<file path="src/rtl/nsfc_pkg.sv">
// Shared constants, types and helper functions of the NMEA sentence field checker.
`timescale 1ns / 1ps

package nsfc_pkg;

    // Sizing of the field bookkeeping.
    localparam int MAX_FIELDS = 16;
    localparam int LEN_BITS   = 7;
    localparam int FC_W       = $clog2(MAX_FIELDS + 1);
    localparam int IDX_W      = 4;
    localparam int OLEN_W     = 7;
    localparam int TAG_W      = 48;
    localparam int FCX_W      = (FC_W > IDX_W) ? FC_W : IDX_W;
    localparam int LX_W       = (LEN_BITS > OLEN_W) ? LEN_BITS : OLEN_W;

    localparam logic [LEN_BITS-1:0] LEN_MAX   = '1;
    localparam logic [TAG_W-1:0]    TAG_RESET = 48'h2447_5047_4741;

    // Characters with a meaning of their own.
    localparam logic [7:0] CH_STAR  = 8'h2A;
    localparam logic [7:0] CH_COMMA = 8'h2C;

    // Checksum digit counter codes.
    localparam logic [1:0] HEX_DIGITS = 2'd2;
    localparam logic [1:0] HEX_DONE   = 2'd3;

    typedef enum logic {
        REC_LENGTH = 1'b0,
        REC_STATUS = 1'b1
    } t_rec_kind;

    // Records that one accepted character asks for.
    typedef struct packed {
        logic                a_valid;
        logic [FC_W-1:0]     a_idx;
        logic [LEN_BITS-1:0] a_len;
        logic                a_last;
        logic                b_valid;
        logic [FC_W-1:0]     b_idx;
        logic [LEN_BITS-1:0] b_len;
        logic                miss_valid;
        logic [FC_W-1:0]     miss_first;
        logic                stat_valid;
    } t_job;

    // Sentence state that the status record reports.
    typedef struct packed {
        logic [FC_W-1:0] field_count;
        logic            header_match;
        logic            star;
        logic [7:0]      xor_sum;
        logic [7:0]      hex_value;
        logic            overflow;
    } t_status;

    // Hex digit decode: bit 4 set when the character is a digit in either case.
    function automatic logic [4:0] hex_digit(input logic [7:0] c);
        logic [4:0] res;
        res = '0;
        case (c) inside
            [8'h30:8'h39]: res = {1'b1, c[3:0]};
            [8'h41:8'h46],
            [8'h61:8'h66]: res = {1'b1, 4'(c[3:0] + 4'd9)};
            default:       res = '0;
        endcase
        return res;
    endfunction

    // Field length as shown on the output, saturated.
    function automatic logic [OLEN_W-1:0] len_out(input logic [LEN_BITS-1:0] l);
        logic [LX_W-1:0] e;
        e = LX_W'(l);
        return (e > LX_W'(127)) ? OLEN_W'(127) : e[OLEN_W-1:0];
    endfunction

    // Field index of a length record: low bits only.
    function automatic logic [IDX_W-1:0] idx_out(input logic [FC_W-1:0] f);
        logic [FCX_W-1:0] e;
        e = FCX_W'(f);
        return e[IDX_W-1:0];
    endfunction

    // Field index of the status record, saturated.
    function automatic logic [IDX_W-1:0] idx_sat(input logic [FC_W-1:0] f);
        logic [FCX_W-1:0] e;
        e = FCX_W'(f);
        return (e > FCX_W'(15)) ? IDX_W'(15) : e[IDX_W-1:0];
    endfunction

endpackage

</file>
<file path="src/rtl/nsfc_if.sv">


interface nsfc_rec_if;
    logic       valid;
    logic       ready;
    logic       record_kind;
    logic [3:0] field_index;
    logic [6:0] field_length;
    logic       header_ok;
    logic       checksum_ok;
    logic [7:0] computed_sum;
    logic [7:0] received_sum;
    logic       star_seen;
    logic       field_overflow;
    logic       last_record;

    modport source (output valid, output record_kind, output field_index,
                    output field_length, output header_ok, output checksum_ok,
                    output computed_sum, output received_sum, output star_seen,
                    output field_overflow, output last_record, input ready);
    modport sink   (input valid, input record_kind, input field_index,
                    input field_length, input header_ok, input checksum_ok,
                    input computed_sum, input received_sum, input star_seen,
                    input field_overflow, input last_record, output ready);
endinterface


</file>
<file path="src/rtl/nsfc_emitter.sv">
// Record register: holds a character's records, sends one beat a cycle while ready is high.
`timescale 1ns / 1ps

module nsfc_emitter (
    input  logic               i_clk,
    input  logic               i_rst_n,
    input  logic               i_load,
    input  nsfc_pkg::t_job     i_job,
    input  nsfc_pkg::t_status  i_status,
    output logic               o_can_load,
    nsfc_rec_if.source         o_rec_if
);
    import nsfc_pkg::*;

    logic                r_a_pend;
    logic [FC_W-1:0]     r_a_idx;
    logic [LEN_BITS-1:0] r_a_len;
    logic                r_a_last;
    logic                r_b_pend;
    logic [FC_W-1:0]     r_b_idx;
    logic [LEN_BITS-1:0] r_b_len;
    logic                r_m_pend;
    logic [FC_W-1:0]     r_m_idx;
    logic                r_s_pend;

    logic                busy;
    logic                fire;
    logic                last_beat;
    logic                m_end;

    assign busy      = r_a_pend || r_b_pend || r_m_pend || r_s_pend;
    assign fire      = busy && o_rec_if.ready;
    assign last_beat = (r_a_pend && !r_b_pend && !r_m_pend && !r_s_pend) ||
                       (r_s_pend && !r_a_pend && !r_b_pend && !r_m_pend);
    assign m_end     = (r_m_idx == FC_W'(MAX_FIELDS - 1));
    assign o_can_load = !busy || (fire && last_beat);

    // Payload of the beat at the head: delimiter record, final field, missing fields, status.
    always_comb begin
        o_rec_if.valid          = busy;
        o_rec_if.record_kind    = REC_LENGTH;
        o_rec_if.field_index    = '0;
        o_rec_if.field_length   = '0;
        o_rec_if.header_ok      = 1'b0;
        o_rec_if.checksum_ok    = 1'b0;
        o_rec_if.computed_sum   = '0;
        o_rec_if.received_sum   = '0;
        o_rec_if.star_seen      = 1'b0;
        o_rec_if.field_overflow = 1'b0;
        o_rec_if.last_record    = 1'b0;
        if (r_a_pend) begin
            o_rec_if.field_index  = idx_out(r_a_idx);
            o_rec_if.field_length = len_out(r_a_len);
            o_rec_if.last_record  = r_a_last;
        end else if (r_b_pend) begin
            o_rec_if.field_index  = idx_out(r_b_idx);
            o_rec_if.field_length = len_out(r_b_len);
        end else if (r_m_pend) begin
            o_rec_if.field_index  = idx_out(r_m_idx);
        end else if (r_s_pend) begin
            o_rec_if.record_kind    = REC_STATUS;
            o_rec_if.field_index    = idx_sat(i_status.field_count);
            o_rec_if.header_ok      = i_status.header_match;
            o_rec_if.checksum_ok    = i_status.star &&
                                      (i_status.hex_value == i_status.xor_sum);
            o_rec_if.computed_sum   = i_status.xor_sum;
            o_rec_if.received_sum   = i_status.hex_value;
            o_rec_if.star_seen      = i_status.star;
            o_rec_if.field_overflow = i_status.overflow;
            o_rec_if.last_record    = 1'b1;
        end
    end

    // Retire the head beat, or take the records of a new character.
    always_ff @(posedge i_clk) begin
        if (!i_rst_n) begin
            r_a_pend <= 1'b0;
            r_b_pend <= 1'b0;
            r_m_pend <= 1'b0;
            r_s_pend <= 1'b0;
        end else if (i_load) begin
            r_a_pend <= i_job.a_valid;
            r_b_pend <= i_job.b_valid;
            r_m_pend <= i_job.miss_valid;
            r_s_pend <= i_job.stat_valid;
        end else if (fire) begin
            if (r_a_pend) begin
                r_a_pend <= 1'b0;
            end else if (r_b_pend) begin
                r_b_pend <= 1'b0;
            end else if (r_m_pend) begin
                if (m_end) begin
                    r_m_pend <= 1'b0;
                end
            end else begin
                r_s_pend <= 1'b0;
            end
        end
    end

    // Record payload and missing-field index.
    always_ff @(posedge i_clk) begin
        if (i_load) begin
            r_a_idx  <= i_job.a_idx;
            r_a_len  <= i_job.a_len;
            r_a_last <= i_job.a_last;
            r_b_idx  <= i_job.b_idx;
            r_b_len  <= i_job.b_len;
            r_m_idx  <= i_job.miss_first;
        end else if (fire && !r_a_pend && !r_b_pend && r_m_pend && !m_end) begin
            r_m_idx  <= r_m_idx + FC_W'(1);
        end
    end

endmodule

</file>
<file path="src/flat_wrapper.sv">
// flat-port wrapper written by rule: the top's interface ports become plain ports
module nsfc_emitter_flat import nsfc_pkg::*;
  (i_clk, i_rst_n, i_load, i_job, i_status, o_can_load, o_rec_if_valid, o_rec_if_record_kind, o_rec_if_field_index, o_rec_if_field_length, o_rec_if_header_ok, o_rec_if_checksum_ok, o_rec_if_computed_sum, o_rec_if_received_sum, o_rec_if_star_seen, o_rec_if_field_overflow, o_rec_if_last_record, o_rec_if_ready);
  nsfc_rec_if o_rec_if_i ();
  input  logic i_clk;
  input  logic i_rst_n;
  input  logic i_load;
  input  nsfc_pkg::t_job i_job;
  input  nsfc_pkg::t_status i_status;
  output logic o_can_load;
  output wire logic [$bits(o_rec_if_i.valid)-1:0] o_rec_if_valid;
  output wire logic [$bits(o_rec_if_i.record_kind)-1:0] o_rec_if_record_kind;
  output wire logic [$bits(o_rec_if_i.field_index)-1:0] o_rec_if_field_index;
  output wire logic [$bits(o_rec_if_i.field_length)-1:0] o_rec_if_field_length;
  output wire logic [$bits(o_rec_if_i.header_ok)-1:0] o_rec_if_header_ok;
  output wire logic [$bits(o_rec_if_i.checksum_ok)-1:0] o_rec_if_checksum_ok;
  output wire logic [$bits(o_rec_if_i.computed_sum)-1:0] o_rec_if_computed_sum;
  output wire logic [$bits(o_rec_if_i.received_sum)-1:0] o_rec_if_received_sum;
  output wire logic [$bits(o_rec_if_i.star_seen)-1:0] o_rec_if_star_seen;
  output wire logic [$bits(o_rec_if_i.field_overflow)-1:0] o_rec_if_field_overflow;
  output wire logic [$bits(o_rec_if_i.last_record)-1:0] o_rec_if_last_record;
  input wire logic [$bits(o_rec_if_i.ready)-1:0] o_rec_if_ready;
  assign o_rec_if_valid = o_rec_if_i.valid;
  assign o_rec_if_record_kind = o_rec_if_i.record_kind;
  assign o_rec_if_field_index = o_rec_if_i.field_index;
  assign o_rec_if_field_length = o_rec_if_i.field_length;
  assign o_rec_if_header_ok = o_rec_if_i.header_ok;
  assign o_rec_if_checksum_ok = o_rec_if_i.checksum_ok;
  assign o_rec_if_computed_sum = o_rec_if_i.computed_sum;
  assign o_rec_if_received_sum = o_rec_if_i.received_sum;
  assign o_rec_if_star_seen = o_rec_if_i.star_seen;
  assign o_rec_if_field_overflow = o_rec_if_i.field_overflow;
  assign o_rec_if_last_record = o_rec_if_i.last_record;
  assign o_rec_if_i.ready = o_rec_if_ready;
  nsfc_emitter u_core (.i_clk(i_clk), .i_rst_n(i_rst_n), .i_load(i_load), .i_job(i_job), .i_status(i_status), .o_can_load(o_can_load), .o_rec_if(o_rec_if_i));
endmodule
</file>
<file path="config.mk">
export PLATFORM = sky130hd
export DESIGN_NAME = nsfc_emitter_flat
export DESIGN_NICKNAME = d
export VERILOG_FILES = /design/src/rtl/nsfc_pkg.sv /design/src/rtl/nsfc_if.sv /design/src/rtl/nsfc_emitter.sv /design/src/flat_wrapper.sv
export SDC_FILE = /design/constraint.sdc
export NUM_CORES = 1
export LEC_CHECK = 0
export ABC_AREA = 1
export CORE_MARGIN = 2
export CORE_UTILIZATION = 56
export DETAILED_ROUTE_END_ITERATION = 10
export DONT_BUFFER_PORTS = 1
export PLACE_DENSITY = 0.74
export SETUP_SLACK_MARGIN = 0.05
export SKIP_LAST_GASP = 1
export SLEW_MARGIN = 25
export SYNTH_ARGS = -nofsm -noshare
export SYNTH_HDL_FRONTEND = slang
export SYNTH_SLANG_ARGS = --single-unit
</file>
<file path="constraint.sdc">
create_clock -name i_clk -period 1.45 [get_ports i_clk]
set_clock_uncertainty 0.1 [all_clocks]
set_input_delay 0.145 -clock i_clk [delete_from_list [all_inputs] [get_ports i_clk]]
set_output_delay 0.145 -clock i_clk [all_outputs]
set_load 0.005 [all_outputs]
</file>
==> reports/results.tsv <==
metric	value	unit
rsz0062_at_grt	yes	
layout.nets	316	
die-area	0.00349	sq mm
whs	24.5	ps
io_buffers	0	
critPathTopFamily	simple AND/OR/NAND/NOR gates	
synth_ff_type	edfxtp_1	
yosysSeqAreaShare	0.542	
grt_start_max_net_pins	34	
synth_area	0.00170	sq mm
dr.pass1.iters	4	
die_y	59.1	microns
drt_iter0_drc	67	
violations	setup timing	
start_kind	flip-flop	
power_frac_clock	0.239	
diodes	0	
path_cells	inv_2 > nor2_4 > nand2_4 > nor2_4 > nand3_2 > nor2_2	
vdd_drop_max	0.843	mV
routabilityCongestion	0.820	
synth_top_area_cell	edfxtp_1	
fin_tns_setup	-4550	ps
cts_tree	yes	
swShare	0.293	
clk_pin_slew	110	ps
htree_num_levels	2	
cp_common_cell	nor2_4	
utilization	0.872	
combinationalPowerShare	0.230	
grt_pass1_wl	6110	microns
drive_gt1_frac	0.292	
vias	1574	
clk_latency	340	ps
drtAntennaViolNets	0	
max_cap_violations	0	
wl	4660	microns
grt_use_total	0.243	
hpwlAfterDp	2620	microns
core	0.00283	sq mm
crit_fanout	6	
syn_area_per_cell	8.50	sq um
place_area	0.00178	sq mm
cp_slowest_cell	dfxtp_2	
max_stage_delay	370	ps
powerDensity	856	mW/mm^2
place_ws	-127	ps
worstHoldStart	i_load	
ys_top_cells_by_area	edfxtp_1, nand2_1, nor2_1, inv_1, dfxtp_1	
initial_core_util	0.601	
fp-row-count	19	
seq_power_share	0.532	
numCtsBuffers	5	
drc	0	
hold_path.class	in2reg	
synth_nets	264	
cp_data_required_time	1210	ps
area_delta_synth_final	45.1	%
cts_sinks	32	
period_share	1.12	
async_flop_share	0	
worst_setup_path_end_kind	output port	
via_per_inst	5.54	
cellLeakagePower	1.04	nW
netlist-cell-type-count	21	
clockBufferDepth	2	
rr_startpoint	u_core.r_m_idx[1]	
synth_warnings	0	
synth_cells	200	
path_buf_inv	1	
synth_seq_cells	32	
p_switching	0.619	mW
startpoint	u_core.r_s_pend	
worstPathArrival	1380	ps
overflow	0	
yosysTopAreaCellShare	0.495	
wire_per_inst	16.4	microns
critPathKind	reg2out	
synth-edff-count	28	
yosysMostFrequentCell	nand2_1	
grt_pass1_vias	1396	
hold_viol	0	
max_freq	616	MHz
p_int	1.49	mW
post-route-min-period	1620	ps
cts_root_buf	clkbuf_4	
final.setup.worst_slack	-174	ps
relSlewSlack	0.818	
tightest_slew	270	ps
antenna_found_initial	0	
io_pins	97	
design_area	0.00247	sq mm
setup_viol	33	
die_w	59.1	microns
synth_commonest_cells	nand2_1, edfxtp_1, nor2_1	
run_status	finished, violations left	
finalMaxSlewViolations	0	
[placed cells by master (no fill, tap or decap), types with 3 or more instances in the layout]
cell,n
a21oi_1,6
a21oi_2,3
buf_12,3
buf_4,10
buf_6,5
clkbuf_4,5
clkinvlp_4,3
dlygate4sd3_1,34
edfxtp_1,28
inv_1,23
inv_2,4
nand2_1,48
nand2_2,3
nand3_1,9
nor2_1,5
nor2_2,13
nor2_4,14
o211ai_1,4
o21ai_0,12
o21ai_1,3
xor2_1,3
[worst register-to-register path, stage by stage (launching register included)]
cell and delay [ps]:
edfxtp_1 410, ha_2 210, nand2_2 80, nor2_2 50, ha_4 150, nor2_4 100
buf_6 100, nor2_2 20, nand2_1 60, nand3_1 60, a21oi_1 160
[registers in the layout, summed over array words and instances, names as in the netlist]
register	cells
u_core.r_b_pend	1
u_core.r_m_idx	5
u_core.r_s_pend	1
u_core.r_a_idx	4
u_core.r_a_last	1
u_core.r_b_len	7
u_core.r_a_pend	1
u_core.r_a_len	7
u_core.r_b_idx	4
u_core.r_m_pend	1
[logic make-up after synthesis]
kind of cell / after synthesis / share of synthesized area
flip-flops: 32 / 0.542
buffers and inverters: 35 / 0.0876
adder cells (fa/ha/maj): 2 / 0.0147
AO/OA/AOI/OAI: 31 / 0.0987
XOR/XNOR: 3 / 0.0155
AND/OR/NAND/NOR: 97 / 0.242
[metrics by stage]
step	cells	total power, mW
CTS	279	2.03
finish	284	2.11
floorplan	200	1.34
global placement	235	1.40
detailed placement	235	1.41
global route	284	2.20
[final timing paths]
check	end	slack, ps	cells after the start
max	o_rec_if_checksum_ok	-170	6
min	u_core.r_b_len[1]	20	1
max reg2reg	u_core.r_m_pend	-140	10
min reg2reg	u_core.r_a_pend	480	2
[area by class of cell]
type	instances	area (sq um)
Sequential cell	32	931
Tap cell	31	38.8
Multi-Input combinational cell	133	800
Timing Repair Buffer	52	532
Clock inverter	3	18.8
Clock buffer	5	37.5
Fill cell	128	363
Inverter	28	109
[layer usage]
metal	track usage	wire length, microns	vias up
met5	0	0	-
met3	0.109	527	7
li1	-	-	756
met1	0.271	1670	715
met2	0.417	2390	96
met4	0.0682	63	0
[power groups by stage]
stage	Combinational, mW	Clock, mW	Sequential [mW]
floorplan	0.208	0	1.13
global placement	0.267	0	1.14
detailed placement	0.272	0	1.14
CTS	0.410	0.502	1.12
global route	0.525	0.550	1.13
finish	0.485	0.504	1.12
[timing repair]
item	4_1_cts	5_1_grt
hold buffers	35	0
pin swaps	4	9
gates resized for setup	40	27
setup buffers	1	4
cloned	0	1
setup endpoints to repair	41	42
hold endpoints to repair	55	0
Note: power is estimated with default switching activity, not from simulation.
